### config.mk
export PLATFORM = sky130hd
export DESIGN_NAME = keyed_alphabet_base64_codec_core
export DESIGN_NICKNAME = d
export VERILOG_FILES = /design/src/rtl/kab64_pkg.sv /design/src/rtl/kab64_regs.sv /design/src/rtl/kab64_step.sv /design/src/rtl/kab64_resbuf.sv /design/src/rtl/keyed_alphabet_base64_codec_core.sv
export SDC_FILE = /design/constraint.sdc
export NUM_CORES = 2
export LEC_CHECK = 0
export BUFFER_PORTS_ARGS = -buffer_cell sky130_fd_sc_hd__buf_2
export CAP_MARGIN = 10
export CORE_ASPECT_RATIO = 0.7
export CORE_MARGIN = 1
export CORE_UTILIZATION = 30
export CTS_CLUSTER_DIAMETER = 60
export CTS_CLUSTER_SIZE = 20
export DETAILED_ROUTE_END_ITERATION = 8
export RECOVER_POWER = 25
export SLEW_MARGIN = 10
export SYNTH_ARGS = -nofsm -noshare
export SYNTH_HDL_FRONTEND = slang
export SYNTH_SLANG_ARGS = --single-unit
### constraint.sdc
create_clock -name i_clk -period 4.7 [get_ports i_clk]
set_input_delay 0.94 -clock i_clk [delete_from_list [all_inputs] [get_ports i_clk]]
set_output_delay 0.94 -clock i_clk [all_outputs]
set_load 0.005 [all_outputs]
### src/rtl/kab64_pkg.sv
package kab64_pkg;

    localparam int SYM_W    = 7;
    localparam int NUM_SYM  = 64;
    localparam int SYM_IDX_W = 6;
    localparam int NUM_ALPHA_REG = 7;
    localparam int SYM_PER_REG   = 9;
    localparam int ALPHA_REG_W   = SYM_W * SYM_PER_REG;
    localparam int TAIL_W   = 15;
    localparam int DATA_W   = 64;
    localparam int ADDR_W   = 6;
    localparam int REG_IDX_W = 3;
    localparam int MAX_RES  = 4;
    localparam int CNT_W    = 3;
    localparam int RES_IDX_W = 2;

    localparam logic [TAIL_W-1:0] TAIL_RESET = 15'd7808;

    // register map, by index (byte address is 8 * index)
    localparam logic [REG_IDX_W-1:0] REG_TAIL = 3'd7;

    // tail_settings fields
    localparam int TAIL_PAD_LSB = 7;
    localparam int TAIL_DIR_BIT = 14;

    typedef logic [NUM_SYM-1:0][SYM_W-1:0] t_alpha;

    typedef struct packed {
        t_alpha             alpha;
        logic [SYM_W-1:0]   pad;
        logic               decode;
    } t_cfg;

    typedef struct packed {
        logic [7:0] out_char;
        logic       is_data;
        logic       last;
        logic       bad;
    } t_res;

    typedef struct packed {
        logic                     valid;
        logic [CNT_W-1:0]         cnt;
        logic [MAX_RES-1:0][$bits(t_res)-1:0] res;
    } t_batch;

endpackage

### src/rtl/kab64_regs.sv
module kab64_regs
    import kab64_pkg::*;
(
    input  logic              i_clk,
    input  logic              i_rst_n,
    input  logic              psel,
    input  logic              penable,
    input  logic              pwrite,
    input  logic [ADDR_W-1:0] paddr,
    input  logic [DATA_W-1:0] pwdata,
    output logic [DATA_W-1:0] prdata,
    output logic              pready,
    output t_cfg              o_cfg
);

    logic [NUM_ALPHA_REG-1:0][ALPHA_REG_W-1:0] r_alpha;
    logic [TAIL_W-1:0]                         r_tail;
    logic [REG_IDX_W-1:0]                      reg_idx;
    logic                                      wr_en;

    assign reg_idx = paddr[ADDR_W-1:ADDR_W-REG_IDX_W];
    assign wr_en   = psel && penable && pwrite;
    assign pready  = 1'b1;

    always_ff @(posedge i_clk) begin
        if (!i_rst_n) begin
            r_alpha <= '0;
            r_tail  <= TAIL_RESET;
        end else if (wr_en) begin
            if (reg_idx == REG_TAIL) begin
                r_tail <= pwdata[TAIL_W-1:0];
            end else begin
                r_alpha[reg_idx] <= pwdata[ALPHA_REG_W-1:0];
            end
        end
    end

    always_comb begin
        if (reg_idx == REG_TAIL) begin
            prdata = {{(DATA_W-TAIL_W){1'b0}}, r_tail};
        end else begin
            prdata = {{(DATA_W-ALPHA_REG_W){1'b0}}, r_alpha[reg_idx]};
        end
    end

    always_comb begin
        for (int r = 0; r < NUM_ALPHA_REG; r++) begin
            for (int k = 0; k < SYM_PER_REG; k++) begin
                o_cfg.alpha[r*SYM_PER_REG + k] = r_alpha[r][SYM_W*k +: SYM_W];
            end
        end
        o_cfg.alpha[NUM_SYM-1] = r_tail[SYM_W-1:0];
        o_cfg.pad              = r_tail[TAIL_PAD_LSB +: SYM_W];
        o_cfg.decode           = r_tail[TAIL_DIR_BIT];
    end

endmodule

### src/rtl/kab64_step.sv
module kab64_step
    import kab64_pkg::*;
(
    input  logic       i_clk,
    input  logic       i_rst_n,
    input  t_cfg       i_cfg,
    input  logic       i_in_valid,
    output logic       o_in_ready,
    input  logic [7:0] i_in_char,
    input  logic       i_in_last,
    output t_batch     o_batch,
    input  logic       i_can_load
);

    logic                 r_in_v;
    logic [7:0]           r_in_char;
    logic                 r_in_last;
    logic [1:0]           r_gpos;
    logic [5:0]           r_left;

    logic [1:0]           n_gpos;
    logic [5:0]           n_left;
    logic [CNT_W-1:0]     cnt;
    t_res [MAX_RES-1:0]   res;
    logic                 fire;
    logic [7:0]           c;
    logic [SYM_IDX_W-1:0] v;
    logic                 found;
    logic                 have_byte;
    logic [7:0]           dec_byte;
    t_res                 pad_res;

    assign c    = r_in_char;
    assign fire = r_in_v && ((cnt == '0) || i_can_load);
    assign o_in_ready = !r_in_v || fire;

    assign pad_res = '{out_char: {1'b0, i_cfg.pad}, is_data: 1'b1, last: 1'b0, bad: 1'b0};

    // lowest matching index wins; a char with bit 7 set matches nothing
    always_comb begin
        v     = '0;
        found = 1'b0;
        for (int k = NUM_SYM - 1; k >= 0; k--) begin
            if (!c[7] && (i_cfg.alpha[k] == c[SYM_W-1:0])) begin
                v     = SYM_IDX_W'(k);
                found = 1'b1;
            end
        end
    end

    always_comb begin
        n_gpos    = r_gpos;
        n_left    = r_left;
        cnt       = '0;
        res       = '0;
        have_byte = 1'b0;
        dec_byte  = '0;
        if (!i_cfg.decode) begin
            case (r_gpos)
                2'd1: begin
                    res[0] = '{{1'b0, i_cfg.alpha[{r_left[1:0], c[7:4]}]}, 1'b1, 1'b0, 1'b0};
                    cnt    = 3'd1;
                    n_left = {2'b00, c[3:0]};
                    n_gpos = 2'd2;
                    if (r_in_last) begin
                        res[1] = '{{1'b0, i_cfg.alpha[{c[3:0], 2'b00}]}, 1'b1, 1'b0, 1'b0};
                        res[2] = pad_res;
                        cnt    = 3'd3;
                    end
                end
                2'd2: begin
                    res[0] = '{{1'b0, i_cfg.alpha[{r_left[3:0], c[7:6]}]}, 1'b1, 1'b0, 1'b0};
                    res[1] = '{{1'b0, i_cfg.alpha[c[5:0]]}, 1'b1, 1'b0, 1'b0};
                    cnt    = 3'd2;
                    n_left = '0;
                    n_gpos = 2'd0;
                end
                default: begin
                    // position three only comes from decoding; it counts as zero here
                    res[0] = '{{1'b0, i_cfg.alpha[c[7:2]]}, 1'b1, 1'b0, 1'b0};
                    cnt    = 3'd1;
                    n_left = {4'b0000, c[1:0]};
                    n_gpos = 2'd1;
                    if (r_in_last) begin
                        res[1] = '{{1'b0, i_cfg.alpha[{c[1:0], 4'b0000}]}, 1'b1, 1'b0, 1'b0};
                        res[2] = pad_res;
                        res[3] = pad_res;
                        cnt    = 3'd4;
                    end
                end
            endcase
            if (r_in_last) begin
                n_gpos = '0;
                n_left = '0;
            end
        end else if (c == {1'b0, i_cfg.pad}) begin
            if (r_in_last) begin
                res[0] = '{8'h00, 1'b0, 1'b1, 1'b0};
                cnt    = 3'd1;
                n_gpos = '0;
                n_left = '0;
            end
        end else begin
            case (r_gpos)
                2'd0: begin
                    n_left = v;
                    n_gpos = 2'd1;
                end
                2'd1: begin
                    dec_byte  = {r_left, v[5:4]};
                    have_byte = 1'b1;
                    n_left    = {2'b00, v[3:0]};
                    n_gpos    = 2'd2;
                end
                2'd2: begin
                    dec_byte  = {r_left[3:0], v[5:2]};
                    have_byte = 1'b1;
                    n_left    = {4'b0000, v[1:0]};
                    n_gpos    = 2'd3;
                end
                default: begin
                    dec_byte  = {r_left[1:0], v};
                    have_byte = 1'b1;
                    n_left    = '0;
                    n_gpos    = 2'd0;
                end
            endcase
            if (r_in_last) begin
                n_gpos = '0;
                n_left = '0;
            end
            if (have_byte) begin
                res[0] = '{dec_byte, 1'b1, 1'b0, !found};
                cnt    = 3'd1;
            end else if (r_in_last || !found) begin
                res[0] = '{8'h00, 1'b0, 1'b0, !found};
                cnt    = 3'd1;
            end
        end
        // flag the final beat of the message
        for (int i = 0; i < MAX_RES; i++) begin
            if (r_in_last && (CNT_W'(i) == cnt - 3'd1)) begin
                res[i].last = 1'b1;
            end
        end
    end

    assign o_batch.valid = r_in_v && (cnt != '0);
    assign o_batch.cnt   = cnt;
    assign o_batch.res   = res;

    always_ff @(posedge i_clk) begin
        if (!i_rst_n) begin
            r_in_v <= 1'b0;
            r_gpos <= '0;
            r_left <= '0;
        end else begin
            if (i_in_valid && o_in_ready) begin
                r_in_v <= 1'b1;
            end else if (fire) begin
                r_in_v <= 1'b0;
            end
            if (fire) begin
                r_gpos <= n_gpos;
                r_left <= n_left;
            end
        end
    end

    always_ff @(posedge i_clk) begin
        if (i_in_valid && o_in_ready) begin
            r_in_char <= i_in_char;
            r_in_last <= i_in_last;
        end
    end

    a_pos0_no_left: assert property (@(posedge i_clk) disable iff (!i_rst_n)
        (r_gpos == 2'd0) |-> (r_left == '0))
        else $error("leftover bits held at group position zero");

    a_pos2_four_bits: assert property (@(posedge i_clk) disable iff (!i_rst_n)
        (r_gpos == 2'd2) |-> (r_left[5:4] == 2'b00))
        else $error("more than four leftover bits at group position two");

    a_last_clears: assert property (@(posedge i_clk) disable iff (!i_rst_n)
        (fire && r_in_last) |=> ((r_gpos == '0) && (r_left == '0)))
        else $error("state not cleared after end of message");

endmodule

### src/rtl/kab64_resbuf.sv
module kab64_resbuf
    import kab64_pkg::*;
(
    input  logic       i_clk,
    input  logic       i_rst_n,
    input  t_batch     i_batch,
    output logic       o_can_load,
    output logic       o_out_valid,
    input  logic       i_out_ready,
    output logic [7:0] o_out_char,
    output logic       o_out_is_data,
    output logic       o_out_last,
    output logic       o_bad_symbol
);

    t_res [MAX_RES-1:0] r_res;
    logic [CNT_W-1:0]   r_cnt;
    logic [CNT_W-1:0]   r_idx;
    logic               busy;
    logic               pop;
    logic               last_pop;
    t_res               cur;

    assign busy       = (r_idx != r_cnt);
    assign pop        = busy && i_out_ready;
    assign last_pop   = pop && ((r_idx + 3'd1) == r_cnt);
    assign o_can_load = !busy || last_pop;

    assign cur           = r_res[r_idx[RES_IDX_W-1:0]];
    assign o_out_valid   = busy;
    assign o_out_char    = cur.out_char;
    assign o_out_is_data = cur.is_data;
    assign o_out_last    = cur.last;
    assign o_bad_symbol  = cur.bad;

    always_ff @(posedge i_clk) begin
        if (!i_rst_n) begin
            r_cnt <= '0;
            r_idx <= '0;
        end else if (i_batch.valid && o_can_load) begin
            r_cnt <= i_batch.cnt;
            r_idx <= '0;
        end else if (pop) begin
            r_idx <= r_idx + 3'd1;
        end
    end

    always_ff @(posedge i_clk) begin
        if (i_batch.valid && o_can_load) begin
            r_res <= i_batch.res;
        end
    end

    a_idx_in_range: assert property (@(posedge i_clk) disable iff (!i_rst_n)
        (r_idx <= r_cnt) && (r_cnt <= CNT_W'(MAX_RES)))
        else $error("result buffer index out of range");

    a_load_shows: assert property (@(posedge i_clk) disable iff (!i_rst_n)
        (i_batch.valid && o_can_load) |=> o_out_valid)
        else $error("loaded batch not presented");

endmodule

### src/rtl/keyed_alphabet_base64_codec_core.sv
// channel  | handshake                  | payload
// ---------+----------------------------+----------------------------------------------
// in       | i_in_valid / o_in_ready    | i_in_char, i_in_last
// out      | o_out_valid / i_out_ready  | o_out_char, o_out_is_data, o_out_last, o_bad_symbol
// cfg      | psel, penable, pwrite      | paddr (8 bytes a register), pwdata, prdata
//
// An item waits in the input register, then its 0 to 4 results are built in one pass and
// land in a four-entry result buffer. The output moves one beat a cycle while i_out_ready is
// high. The next batch loads in the cycle the last beat of the previous one is taken.
// Reset is synchronous: group position, leftover bits clear, input register and result buffer empty, registers reload.
// A stalled output holds its beat; the input register holds an item until its batch loads.
module keyed_alphabet_base64_codec_core
    import kab64_pkg::*;
(
    input  logic              i_clk,
    input  logic              i_rst_n,
    input  logic              psel,
    input  logic              penable,
    input  logic              pwrite,
    input  logic [ADDR_W-1:0] paddr,
    input  logic [DATA_W-1:0] pwdata,
    output logic [DATA_W-1:0] prdata,
    output logic              pready,
    input  logic              i_in_valid,
    output logic              o_in_ready,
    input  logic [7:0]        i_in_char,
    input  logic              i_in_last,
    output logic              o_out_valid,
    input  logic              i_out_ready,
    output logic [7:0]        o_out_char,
    output logic              o_out_is_data,
    output logic              o_out_last,
    output logic              o_bad_symbol
);

    t_cfg   cfg;
    t_batch batch;
    logic   can_load;

    kab64_regs u_regs (
        .i_clk   (i_clk),
        .i_rst_n (i_rst_n),
        .psel    (psel),
        .penable (penable),
        .pwrite  (pwrite),
        .paddr   (paddr),
        .pwdata  (pwdata),
        .prdata  (prdata),
        .pready  (pready),
        .o_cfg   (cfg)
    );

    kab64_step u_step (
        .i_clk      (i_clk),
        .i_rst_n    (i_rst_n),
        .i_cfg      (cfg),
        .i_in_valid (i_in_valid),
        .o_in_ready (o_in_ready),
        .i_in_char  (i_in_char),
        .i_in_last  (i_in_last),
        .o_batch    (batch),
        .i_can_load (can_load)
    );

    kab64_resbuf u_resbuf (
        .i_clk         (i_clk),
        .i_rst_n       (i_rst_n),
        .i_batch       (batch),
        .o_can_load    (can_load),
        .o_out_valid   (o_out_valid),
        .i_out_ready   (i_out_ready),
        .o_out_char    (o_out_char),
        .o_out_is_data (o_out_is_data),
        .o_out_last    (o_out_last),
        .o_bad_symbol  (o_bad_symbol)
    );

endmodule
==> results.yml <==
drt:
  viasPerCell: 6.73
  wl_um: 296000
  ant_nets: 0
  num_vias: 46401
  drtPass1Iterations: 9
  drt_iter0_markers: 8785
  avgRoutedWirePerCell_um: 42.9
  drcViolationCount: 0
finish:
  area_delta_synth_final_pct: 20.0
  nets: 4936
  post-route-cell-area_mm2: 0.0541
  final_cell_mix: "nand2_1, mux4_2, buf_4, dfxtp_1, a21boi_0"
  fillerInstances: 14931
  drive_gt1_frac: 0.338
  final_cells: 6896
  final_common_cell: "nand2_1"
synthesis:
  ys.flop_type: "dfxtp_1"
  yosys_register_bits: 518
  syn_area_mm2: 0.0451
  synth_area_leaders: "mux4_2, dfxtp_1, nand2_1"
  synth_edf_count: 47
  yosysUniqueCellTypes: 68
  syn_nets: 4565
  seq_area_frac_synth: 0.241
  yosysTopAreaCellShare: 0.322
  synthArstFlopShare: 0
  yosys_warnings: 0
  yosysTopAreaCell: "mux4_2"
  synth_area_per_cell_um2: 10.1
  synthCells: 4474
floorplan:
  fp.dieArea_mm2: 0.152
  row_count: 118
  start_util: 0.303
  num_io_pins: 164
  die_width_um: 465
  die_h_um: 326
  fp.coreArea_mm2: 0.149
timing:
  fin_crit_ns: 5.00
  setup_viol: 36
  skew_ns: 0.0456
  finalCritPeriodShare: 1.06
  finalHoldViolations: 0
  maxSlewHeadroom: -0.792
  rsz0062_at_grt: "yes"
  slew_viol_final: 129
  layout_setup_ws_ns: -0.305
  max_freq_mhz: 200
  worstMarginPinSlew_ns: 2.69
place:
  finalWeightedCongestion: 1.13
  dp.cells: 6722
  io_buffers: 157
  dpl_cell_area_mm2: 0.0510
  hpwl_um: 220000
clocking:
  numCtsBuffers: 54
  cts.sink_count: 518
  hold_buffers: 0
  clk_pin_slew_worst_paths_ns: 0.09
  htree_num_levels: 2
  clockBufferDepth: 3
  root_buffer: "clkbuf_16"
  cts_tree: "done"
  clock_latency_ns: 0.73
global_route:
  grtUsageMet2: 0.478
  met1_usage: 0.499
  grt_busiest_layer: "met1"
  antenna_found_initial: 36
  grt_pass1_vias: 41452
  grt_pass1_wl_um: 390000
  met3_usage: 0.248
  grt_start_max_net_pins: 99
  overflow: 0
  groute.usage.overall: 0.377
power:
  p_leak_uw: 0.0198
  ir_drop_uv: 293
  powerDensity_mw_per_mm2: 241
critical_path:
  start_kind: "input pin"
  crit_path_max_fanout: 36
  end_kind: "flop"
  path_class: "input pin to flop"
  required_ns: 5.30
  worstPathArrival_ns: 5.60
run:
  cap_violations: 5
run_status:
  violations: "max-capacitance violations, max-slew violations, negative setup slack"
  status: "finished with violations"
min_path:
  min_path_type: "input pin to flop"
==> final cells by class <==
type                    instances  area [um^2]  area share
diodes                         26         65.1     0.00120
clock buffers                  59         1390      0.0257
inverters                      11         41.3    0.000764
well taps                    1980         2480      0.0458
repair buffers                784         6390       0.118
clock inverters                42          628      0.0116
flip-flops and latches        518        10800       0.201
multi-input cells            3476        32200       0.596
==> state kept, by name, summed over array words and instances, names as in the netlist <==
name,cells
u_resbuf.r_idx,3
u_resbuf.r_cnt,3
u_step.r_in_last,1
u_regs.r_tail,15
u_resbuf.r_res,38
u_regs.o_cfg,441
u_step.c,8
u_step.r_left,6
u_step.r_in_v,1
u_step.r_gpos,2
==> synthesized netlist by cell type, types with 4 or more instances <==
library cell / count
a211oi_1: 8
mux2_2: 58
o21ai_0: 74
buf_4: 64
nor4_1: 120
nand4_1: 39
a22oi_1: 60
o211ai_1: 6
dfxtp_1: 471
xor2_1: 418
buf_6: 38
a21boi_0: 460
a221oi_1: 14
mux4_2: 645
mux2i_1: 70
a31oi_1: 13
nor2b_1: 11
clkbuf_1: 252
o21ai_1: 7
o22ai_1: 7
nor3_1: 9
edfxtp_1: 47
xnor2_1: 44
and3_1: 5
nand3_1: 33
nand2b_1: 6
and4_1: 7
inv_1: 10
a221o_1: 33
ha_1: 5
nand2_1: 1075
and2_1: 25
buf_2: 73
buf_1: 40
o221ai_1: 4
nor2_1: 110
a21oi_1: 58
==> critical path: stages <==
cell and delay, ns:
buf_6 0.42, nand2_1 0.22, nor2_2 0.11, clkbuf_2 0.97
nand2_1 1.83, buf_6 0.77, nand2_1 0.14, a21boi_0 0.09
==> cell families after synthesis <==
family / count (synthesis) / synth area share
adders and majority gates: 5 / 0.00139
AOI/OAI and AO/OA: 777 / 0.125
and+or+nand+nor: 1457 / 0.137
other: 2 / 0.000167
xor gates and xnor gates: 462 / 0.0898
muxes: 773 / 0.352
buffers and inverters: 480 / 0.0542
DFF: 518 / 0.241
==> layer usage <==
layer  vias to the layer above  routed length, um
li1                      17412                  -
met1                     23278             112000
met2                      4810             109000
met3                       856              59200
met4                        45              15100
met5                         -                933
==> metrics by stage <==
stage / hold WS, ns / setup WS, ns / utilization / TNS [ns] / total power (uW)
after detailed placement: 0.488 / 0.0457 / 0.344 / 0 / 7740
after global placement: 0.471 / -0.0495 / 0.344 / -0.0495 / 7730
after CTS: 0.392 / -0.132 / 0.362 / -0.132 / 12800
final: 0.423 / -0.305 / 0.364 / -9.81 / 13000
after floorplan: 0.454 / 1.00 / - / 0 / 6400
after global routing: 0.410 / -0.253 / 0.364 / -0.318 / 13200
==> where the power goes <==
| group | total (uW) | leakage [uW] | switching [uW] | internal (uW) |
|---|---|---|---|---|
| sequential | 4730 | 0.00424 | 173 | 4550 |
| combinational | 3220 | 0.0146 | 2080 | 1150 |
| clock | 5080 | 0.000967 | 2650 | 2420 |
| total | 13000 | 0.0198 | 4900 | 8120 |
==> path summary, 6_finish.rpt <==
path | cells past startpoint | slack [ns] | endpoint | startpoint
setup / recovery | 8 | -0.30 | u_regs.o_cfg[405]$_SDFFE_PN0P_ | paddr[5]
hold / removal | 1 | 0.42 | u_step.c[4]$_DFFE_PP_ | i_in_char[4]
setup reg to reg | 9 | 0.24 | u_resbuf.r_res[20]$_SDFFCE_PP0P_ | u_step.c[0]$_DFFE_PP_
hold reg to reg | 2 | 0.50 | u_resbuf.r_cnt[0]$_SDFFE_PN0P_ | u_resbuf.r_cnt[0]$_SDFFE_PN0P_
==> timing repair <==
item                                    CTS  global route
endpoints found under the setup margin    1             1
resized for setup                        53            15
pin swaps                                19             3
setup buffers                            23            14
gates cloned                              6             3
No activity file was read; power rests on OpenSTA's default activity.
